===== config.mk =====
export PLATFORM = sky130hd
export DESIGN_NAME = triangle_primitive_assembly_core
export DESIGN_NICKNAME = d
export VERILOG_FILES = /design/src/rtl/tpa_pkg.sv /design/src/rtl/triangle_primitive_assembly_core.sv /design/src/rtl/tpa_tri_skid.sv
export VERILOG_INCLUDE_DIRS = /design/src /design/src/rtl
export SDC_FILE = /design/constraint.sdc
export NUM_CORES = 1
export LEC_CHECK = 0
export BUFFER_PORTS_ARGS = -buffer_cell sky130_fd_sc_hd__buf_2
export CAP_MARGIN = 30
export CORE_ASPECT_RATIO = 1.25
export CORE_MARGIN = 2
export CORE_UTILIZATION = 50
export DETAILED_ROUTE_END_ITERATION = 16
export PLACE_DENSITY = 0.7
export SYNTH_ARGS = -nofsm -noshare
export SYNTH_HDL_FRONTEND = slang
export SYNTH_SLANG_ARGS = --single-unit

===== constraint.sdc =====
create_clock -name clk -period 26.4 [get_ports clk]
set_clock_uncertainty 0.2 [all_clocks]
set_input_delay 5.28 -clock clk [delete_from_list [all_inputs] [get_ports clk]]
set_output_delay 5.28 -clock clk [all_outputs]
set_load 0.05 [all_outputs]

===== src/rtl/triangle_primitive_assembly_core_macros.svh =====
// assertion macros shared by the triangle primitive assembly rtl
// expects clk and arst_n in the scope where a macro is used
`ifndef TRIANGLE_PRIMITIVE_ASSEMBLY_CORE_MACROS_SVH
`define TRIANGLE_PRIMITIVE_ASSEMBLY_CORE_MACROS_SVH

// condition implies consequence in the same cycle
`define TPA_ASSERT_SAME(label, cond, conseq, msg) \
	label: assert property (@(posedge clk) disable iff (!arst_n) (cond) |-> (conseq)) \
		else $error(msg);

// condition implies consequence in the next cycle
`define TPA_ASSERT_NEXT(label, cond, conseq, msg) \
	label: assert property (@(posedge clk) disable iff (!arst_n) (cond) |=> (conseq)) \
		else $error(msg);

`endif


===== src/rtl/tpa_pkg.sv =====
// types and constants for the triangle primitive assembly block
// no dependencies
package tpa_pkg;

	localparam int OUT_W = 32;

	typedef enum logic [1:0] {
		MODE_LIST  = 2'd0,
		MODE_STRIP = 2'd1,
		MODE_FAN   = 2'd2,
		MODE_NONE  = 2'd3
	} mode_t;

	// one finished triangle, corners in winding order
	typedef struct packed {
		logic signed [OUT_W-1:0] first_x;
		logic signed [OUT_W-1:0] first_y;
		logic signed [OUT_W-1:0] first_z;
		logic signed [OUT_W-1:0] second_x;
		logic signed [OUT_W-1:0] second_y;
		logic signed [OUT_W-1:0] second_z;
		logic signed [OUT_W-1:0] third_x;
		logic signed [OUT_W-1:0] third_y;
		logic signed [OUT_W-1:0] third_z;
	} tri_t;

endpackage


===== src/rtl/triangle_primitive_assembly_core.sv =====
// top level of the triangle primitive assembly block
// depends on tpa_pkg, tpa_tri_skid and triangle_primitive_assembly_core_macros.svh
//
// Assembles a stream of vertices into triangles. A vertex word with start_primitive
// set opens a new primitive and latches prim_mode (list, strip or fan); until the
// first start the block assumes a triangle list. Up to two earlier vertices are held
// and one triangle word leaves whenever a new vertex completes a triangle: each group
// of three in a list, (first, previous, new) in a fan, and alternating winding in a
// strip. Unfinished list vertices are dropped at the next start, and mode three
// swallows every vertex until the next start. One vertex word is taken every cycle
// unless in_ready is low; a triangle appears on the output at the earliest in
// the cycle after the vertex that completes it, later when an older triangle is
// still waiting to be taken. The only limit on rate is the two-word output buffer:
// the input stalls only when output and skid registers both hold untaken triangles.
`include "triangle_primitive_assembly_core_macros.svh"

module triangle_primitive_assembly_core #(
	parameter int COORD_WIDTH = 32
) (
	input  logic        clk,
	input  logic        arst_n,
	// vertex channel
	input  logic        in_valid,
	output logic        in_ready,
	input  logic        start_primitive,
	input  logic [1:0]  prim_mode,
	input  logic signed [31:0] vert_x,
	input  logic signed [31:0] vert_y,
	input  logic signed [31:0] vert_z,
	// triangle channel
	output logic        out_valid,
	input  logic        out_ready,
	output logic signed [31:0] first_x,
	output logic signed [31:0] first_y,
	output logic signed [31:0] first_z,
	output logic signed [31:0] second_x,
	output logic signed [31:0] second_y,
	output logic signed [31:0] second_z,
	output logic signed [31:0] third_x,
	output logic signed [31:0] third_y,
	output logic signed [31:0] third_z
);

	localparam int OW = tpa_pkg::OUT_W;

	// held vertices: slot a is the older (or the fan center), slot b the newer
	logic [COORD_WIDTH-1:0] held_a_q [3];
	logic [COORD_WIDTH-1:0] held_b_q [3];
	logic [1:0]             held_count_q;
	logic                   parity_q;
	tpa_pkg::mode_t         mode_q;

	logic                   accept;
	logic                   push;
	tpa_pkg::mode_t         eff_mode;
	logic [1:0]             eff_count;
	logic                   eff_parity;
	logic                   swap;
	logic [COORD_WIDTH-1:0] kept_v [3];
	logic [OW-1:0]          em_a [3];
	logic [OW-1:0]          em_b [3];
	logic [OW-1:0]          em_v [3];
	logic [31:0]            in_vert [3];
	tpa_pkg::tri_t          tri_new;
	tpa_pkg::tri_t          tri_out;

	assign accept = in_valid & in_ready;

	assign in_vert[0] = vert_x;
	assign in_vert[1] = vert_y;
	assign in_vert[2] = vert_z;

	// a start word resets the primitive before the vertex itself is used
	assign eff_mode   = start_primitive ? tpa_pkg::mode_t'(prim_mode) : mode_q;
	assign eff_count  = start_primitive ? 2'd0 : held_count_q;
	assign eff_parity = start_primitive ? 1'b0 : parity_q;

	// a triangle forms once two vertices are held, in any mode but the dead one
	assign push = accept && (eff_mode != tpa_pkg::MODE_NONE) && (eff_count == 2'd2);
	// odd strip triangles swap the two held corners
	assign swap = (eff_mode == tpa_pkg::MODE_STRIP) && eff_parity;

	// coordinates are stored at COORD_WIDTH bits and sign-extended back to 32 on output
	for (genvar k = 0; k < 3; k++) begin : g_coord
		assign kept_v[k] = COORD_WIDTH'($unsigned(in_vert[k]));
		if (COORD_WIDTH >= OW) begin : g_wide
			assign em_a[k] = held_a_q[k][OW-1:0];
			assign em_b[k] = held_b_q[k][OW-1:0];
			assign em_v[k] = kept_v[k][OW-1:0];
		end else begin : g_narrow
			assign em_a[k] = {{(OW-COORD_WIDTH){held_a_q[k][COORD_WIDTH-1]}}, held_a_q[k]};
			assign em_b[k] = {{(OW-COORD_WIDTH){held_b_q[k][COORD_WIDTH-1]}}, held_b_q[k]};
			assign em_v[k] = {{(OW-COORD_WIDTH){kept_v[k][COORD_WIDTH-1]}}, kept_v[k]};
		end
	end

	always_comb begin
		tri_new.first_x  = swap ? em_b[0] : em_a[0];
		tri_new.first_y  = swap ? em_b[1] : em_a[1];
		tri_new.first_z  = swap ? em_b[2] : em_a[2];
		tri_new.second_x = swap ? em_a[0] : em_b[0];
		tri_new.second_y = swap ? em_a[1] : em_b[1];
		tri_new.second_z = swap ? em_a[2] : em_b[2];
		tri_new.third_x  = em_v[0];
		tri_new.third_y  = em_v[1];
		tri_new.third_z  = em_v[2];
	end

	// control state: mode, fill count and strip parity
	always_ff @(posedge clk or negedge arst_n) begin
		if (!arst_n) begin
			mode_q       <= tpa_pkg::MODE_LIST;
			held_count_q <= 2'd0;
			parity_q     <= 1'b0;
		end else if (accept) begin
			mode_q <= eff_mode;
			if (eff_mode == tpa_pkg::MODE_NONE) begin
				held_count_q <= eff_count;
				parity_q     <= eff_parity;
			end else if (eff_count != 2'd2) begin
				held_count_q <= eff_count + 2'd1;
				parity_q     <= eff_parity;
			end else begin
				case (eff_mode)
					tpa_pkg::MODE_LIST: begin
						held_count_q <= 2'd0;
						parity_q     <= eff_parity;
					end
					tpa_pkg::MODE_STRIP: begin
						held_count_q <= eff_count;
						parity_q     <= ~eff_parity;
					end
					default: begin
						held_count_q <= eff_count;
						parity_q     <= eff_parity;
					end
				endcase
			end
		end
	end

	// vertex slots: fill a then b, then shift (strip) or replace b (fan)
	always_ff @(posedge clk) begin
		if (accept && (eff_mode != tpa_pkg::MODE_NONE)) begin
			for (int k = 0; k < 3; k++) begin
				if (eff_count == 2'd0) begin
					held_a_q[k] <= kept_v[k];
				end else if (eff_count == 2'd1) begin
					held_b_q[k] <= kept_v[k];
				end else if (eff_mode == tpa_pkg::MODE_STRIP) begin
					held_a_q[k] <= held_b_q[k];
					held_b_q[k] <= kept_v[k];
				end else if (eff_mode == tpa_pkg::MODE_FAN) begin
					held_b_q[k] <= kept_v[k];
				end
			end
		end
	end

	// output register with skid; the input stalls only when both are full
	tpa_tri_skid u_out (
		.clk       (clk),
		.arst_n    (arst_n),
		.push      (push),
		.push_data (tri_new),
		.can_push  (in_ready),
		.out_valid (out_valid),
		.out_ready (out_ready),
		.out_data  (tri_out)
	);

	assign first_x  = tri_out.first_x;
	assign first_y  = tri_out.first_y;
	assign first_z  = tri_out.first_z;
	assign second_x = tri_out.second_x;
	assign second_y = tri_out.second_y;
	assign second_z = tri_out.second_z;
	assign third_x  = tri_out.third_x;
	assign third_y  = tri_out.third_y;
	assign third_z  = tri_out.third_z;

	`TPA_ASSERT_SAME(a_count_range, 1'b1, held_count_q != 2'd3, "held count out of range")
	`TPA_ASSERT_NEXT(a_start_clears, accept && start_primitive, !parity_q && held_count_q != 2'd2, "start did not clear primitive")
	`TPA_ASSERT_NEXT(a_list_drains, push && eff_mode == tpa_pkg::MODE_LIST, held_count_q == 2'd0, "list triangle left vertices")

endmodule


===== src/rtl/tpa_tri_skid.sv =====
// two-entry output buffer for finished triangles (output register plus skid)
// depends on tpa_pkg and triangle_primitive_assembly_core_macros.svh
`include "triangle_primitive_assembly_core_macros.svh"

module tpa_tri_skid (
	input  logic         clk,
	input  logic         arst_n,
	input  logic         push,
	input  tpa_pkg::tri_t push_data,
	output logic         can_push,
	output logic         out_valid,
	input  logic         out_ready,
	output tpa_pkg::tri_t out_data
);

	logic          out_valid_q;
	logic          skid_valid_q;
	tpa_pkg::tri_t out_data_q;
	tpa_pkg::tri_t skid_data_q;
	logic          pop;

	assign pop       = out_valid_q & out_ready;
	assign can_push  = ~skid_valid_q;
	assign out_valid = out_valid_q;
	assign out_data  = out_data_q;

	always_ff @(posedge clk or negedge arst_n) begin
		if (!arst_n) begin
			out_valid_q  <= 1'b0;
			skid_valid_q <= 1'b0;
		end else if (pop) begin
			if (skid_valid_q) begin
				skid_valid_q <= 1'b0;
			end else if (!push) begin
				out_valid_q <= 1'b0;
			end
		end else if (push) begin
			if (!out_valid_q) begin
				out_valid_q <= 1'b1;
			end else begin
				skid_valid_q <= 1'b1;
			end
		end
	end

	always_ff @(posedge clk) begin
		if (pop) begin
			if (skid_valid_q) begin
				out_data_q <= skid_data_q;
			end else if (push) begin
				out_data_q <= push_data;
			end
		end else if (push) begin
			if (!out_valid_q) begin
				out_data_q <= push_data;
			end else begin
				skid_data_q <= push_data;
			end
		end
	end

	`TPA_ASSERT_SAME(a_skid_behind_out, skid_valid_q, out_valid_q, "skid full with output empty")
	`TPA_ASSERT_NEXT(a_skid_kept, skid_valid_q && !out_ready, skid_valid_q, "skid word lost")
	`TPA_ASSERT_NEXT(a_push_lands, push && !out_valid_q, out_valid_q, "pushed word not shown")

endmodule


==> tab_implementation.tex <==
\begin{tabular}{lr}
\hline
Metric & Value \\
\hline
\multicolumn{2}{l}{\textbf{Timing}} \\
Worst-Margin Slew & 1.132 ns \\
Final worst path period need & 8.131 ns \\
Worst rel slew slack & 24.54\% \\
Setup repair after global routing missed its margin & no \\
Achievable Freq & 0.1230 GHz \\
Hold violation total from the final report & 0 \\
Post-route fraction of the period consumed by the critical path & 30.80\% \\
Count of final setup violators & 0 \\
Setup Total Neg Slack & 0 ns \\
Count of pins over their slew limit & 0 \\
\multicolumn{2}{l}{\textbf{Logic synthesis}} \\
Mean post-synth cell area & 20.92 sq um \\
Main area contributors after synthesis & sky130\_fd\_sc\_hd\_\_edfxtp\_1 (75\%), sky130\_fd\_sc\_hd\_\_mux2\_2 (18\%), sky130\_fd\_sc\_hd\_\_mux2\_4 (2.6\%) \\
Mapped Area & 30590 sq um \\
Main flop type after synthesis & sky130\_fd\_sc\_hd\_\_edfxtp\_1 \\
Post-synth net total & 1566 \\
EDFF count, synth & 768 \\
Number of storage elements in the synthesis netlist & 775 \\
Leading post-synthesis cells by instance count & sky130\_fd\_sc\_hd\_\_edfxtp\_1 (768), sky130\_fd\_sc\_hd\_\_mux2\_2 (486), sky130\_fd\_sc\_hd\_\_mux2\_4 (52), sky130\_fd\_sc\_hd\_\_mux2\_1 (40), sky130\_fd\_sc\_hd\_\_buf\_2 (31) \\
Post-Syn Instances & 1462 \\
Count leader, synth & sky130\_fd\_sc\_hd\_\_edfxtp\_1 \\
Synth area leader & sky130\_fd\_sc\_hd\_\_edfxtp\_1 \\
Area share of the leading cell type in the synthesized netlist & 75.39\% \\
Async set-reset flop share out of synthesis & 0.9032\% \\
Warning count from the yosys run & 0 \\
Distinct cell type count of the synthesized netlist & 32 \\
Sequential cell area fraction in the yosys report & 75.97\% \\
\multicolumn{2}{l}{\textbf{Global route}} \\
All-layer global routing usage & 19.34\% \\
Number of global-route vias before repair & 15402 \\
Number of antenna violations at the first check in global routing & 2 \\
Global-route wire length before repair & 92.74 mm \\
Pin count of the biggest net entering global routing & 172 \\
GR Overflow Total & 0 \\
\multicolumn{2}{l}{\textbf{Setup path}} \\
WS Path Type & primary input to flip-flop \\
Data arrival time at the worst-slack endpoint & 8.20 ns \\
Maximum fanout encountered on the critical timing path & 46 \\
CP startpoint kind & primary input \\
Reg-to-reg setup timing slack & 22.58 ns \\
R2R Path Start & u\_out.skid\_valid\_q \\
Capture point of the worst reg-to-reg path & u\_out.skid\_data\_q[53] \\
Crit path capture type & flip-flop \\
Worst reg-to-reg path cell count & 6 \\
CP required & 26.47 ns \\
\multicolumn{2}{l}{\textbf{Route}} \\
DRT antenna net count & 0 \\
Detail-routed net length per standard cell & 22.84 um \\
Via density per instance & 5.457 \\
First-pass iteration count of the detailed router & 4 \\
Routed wire length & 62.01 mm \\
DRC viols & 0 \\
Wire length on met3 & 3.548 mm \\
M1 wire length & 26.72 mm \\
Vias after detailed routing & 14815 \\
Iteration-0 DRC Markers & 900 \\
Top Metal Used & met5 \\
Routed length on met2 & 30.31 mm \\
\multicolumn{2}{l}{\textbf{Clock network}} \\
Clock transition at path regs & 0.06 ns \\
TritonCTS Sinks & 775 \\
Deepest level of the CTS H-tree & 3 \\
Setup bufs post-CTS & 0 \\
Root Buffer Master & sky130\_fd\_sc\_hd\_\_clkbuf\_16 \\
TritonCTS clock tree & built \\
Number of hold buffers added after cts & 0 \\
Number of gates given a new drive strength after cts & 0 \\
Insertion delay to the later sink of the worst-skew pair & 0.60 ns \\
Buffer depth of the longest clock path & 3 \\
CTS Buf Count & 74 \\
\multicolumn{2}{l}{\textbf{Placement}} \\
Inst Count DP & 2588 \\
Weighted congestion reported at the end of routability-driven placement & 0.7818 \\
Input/output buffers & 392 \\
Total cell area at the placement stage & 33580 sq um \\
Final HPWL DP & 36.85 mm \\
\multicolumn{2}{l}{\textbf{Run status}} \\
Result of the run & finished, final reports clean \\
\multicolumn{2}{l}{\textbf{Hold path}} \\
Endpoint, Worst Hold & u\_out.out\_data[160] \\
Beginning of the worst hold path & u\_out.skid\_data\_q[160] \\
Worst hold path cell count & 1 \\
Class of the most critical hold timing path & flip-flop to flip-flop \\
\multicolumn{2}{l}{\textbf{Finish}} \\
Core Util, Final & 59.15\% \\
Antenna diode count & 0 \\
Share of layout cells above drive strength 1 & 54.86\% \\
Cell Count, Final, Fillers Out & 2715 \\
Number of filler instances in the final layout & 4453 \\
Final Net Count & 1996 \\
Syn-to-layout area delta & 17.29\% \\
Final instance area & 35880 sq um \\
\multicolumn{2}{l}{\textbf{Floorplan}} \\
Floorplan row count & 101 \\
Effective utilization at floorplan & 50.43\% \\
Total die area & 63190 sq um \\
Core area & 60660 sq um \\
Height of the die & 280.5 um \\
Boundary Pins & 393 \\
Die Width & 225.2 um \\
\multicolumn{2}{l}{\textbf{Job}} \\
Count of max-cap constraint violations & 0 \\
\multicolumn{2}{l}{\textbf{Power}} \\
Power density over cell area & 78.48 nW/um\^{}2 \\
Leakage power of the design & 12.65 nW \\
Final Total Pwr & 2.816 mW \\
Worst voltage drop across the vdd grid & 0.06049 mV \\
\hline
\end{tabular}
-- layout by cell type, fill, tap and decap left out, types with 2 or more instances in the layout --
master,count
sky130_fd_sc_hd__buf_4,17
sky130_fd_sc_hd__clkinv_2,12
sky130_fd_sc_hd__clkinvlp_4,2
sky130_fd_sc_hd__nor2b_1,2
sky130_fd_sc_hd__nor3b_4,2
sky130_fd_sc_hd__buf_12,2
sky130_fd_sc_hd__buf_16,6
sky130_fd_sc_hd__mux2_4,52
sky130_fd_sc_hd__mux2_1,40
sky130_fd_sc_hd__bufinv_16,6
sky130_fd_sc_hd__nand2_1,8
sky130_fd_sc_hd__inv_1,4
sky130_fd_sc_hd__mux2_2,486
sky130_fd_sc_hd__o21ai_0,5
sky130_fd_sc_hd__nand2b_4,2
sky130_fd_sc_hd__inv_6,2
sky130_fd_sc_hd__a211oi_4,2
sky130_fd_sc_hd__buf_2,392
sky130_fd_sc_hd__nand2b_1,2
sky130_fd_sc_hd__edfxtp_1,768
sky130_fd_sc_hd__nand3_1,2
sky130_fd_sc_hd__clkbuf_1,19
sky130_fd_sc_hd__a21oi_1,2
sky130_fd_sc_hd__clkinv_1,8
sky130_fd_sc_hd__dfrtp_1,7
sky130_fd_sc_hd__nor2_1,2
sky130_fd_sc_hd__clkbuf_16,76
-- flip-flops by register name (all words and copies together) (netlist names) --
register            cells
held_a_q               96
held_b_q               96
held_count_q            2
mode_q                  2
parity_q                1
u_out.out_data        288
u_out.out_valid         1
u_out.skid_data_q     288
u_out.skid_valid_q      1
-- worst max path at each step --
stage          slack [ns]       from  cells after the start                      to
2_1_floorplan        5.40   in_valid                      3       u_out.out_data[0]
3_3_place_gp        17.49  out_ready                      5     u_out.out_data[247]
3_5_place_dp        17.61   in_valid                      7  u_out.skid_data_q[146]
4_1_cts             18.27   in_valid                      7  u_out.skid_data_q[227]
5_1_grt             18.04   in_valid                      7   u_out.skid_data_q[48]
6_report            18.27   in_valid                      7   u_out.skid_data_q[53]
-- metrics by stage --
step	setup WS [ns]	hold slack, ns
global placement	17.49	0.3089
finish	18.27	0.3235
CTS	18.27	0.3278
global route	18.04	0.3329
detailed placement	17.61	0.3114
floorplan	5.398	0.2859
-- kinds of logic after synthesis --
family,share of synthesized area (%)
adders and majority gates,0.04090
AOI/OAI and AO/OA,0.3559
muxes,21.92
buffers and inverters,1.231
DFF,75.97
and+or+nand+nor,0.4909
-- report_power, final --
part	switching, mW	internal (mW)	total [mW]
logic	0.194	0.106	0.300
registers	0.0330	1.46	1.49
clock network	0.438	0.587	1.02
-- critical path: stages --
cell	delay, ns
sky130_fd_sc_hd__buf_2	0.10
sky130_fd_sc_hd__nor2b_1	0.39
sky130_fd_sc_hd__nand3_1	0.29
sky130_fd_sc_hd__nor3b_4	0.65
sky130_fd_sc_hd__buf_4	0.60
sky130_fd_sc_hd__buf_4	0.52
sky130_fd_sc_hd__buf_16	0.31
-- final cells by class --
cell class / instances / area, sq um / share of cell area, %
sequential: 775 / 23240 / 64.77
multi-input combinational: 619 / 7048 / 19.64
timing repair buffer: 418 / 2310 / 6.438
clock buffer: 95 / 1973 / 5.500
tap: 772 / 965.9 / 2.692
clock inverter: 32 / 327.8 / 0.9137
inverter: 4 / 15.01 / 0.04185
-- routing by layer --
layer	global-route usage, %	vias to the layer above
met3	4.252	80
li1	-	6684
met1	25.86	7656
met4	6.487	2
met5	0	-
met2	31.54	393
Power figures use the tool's default switching activity.
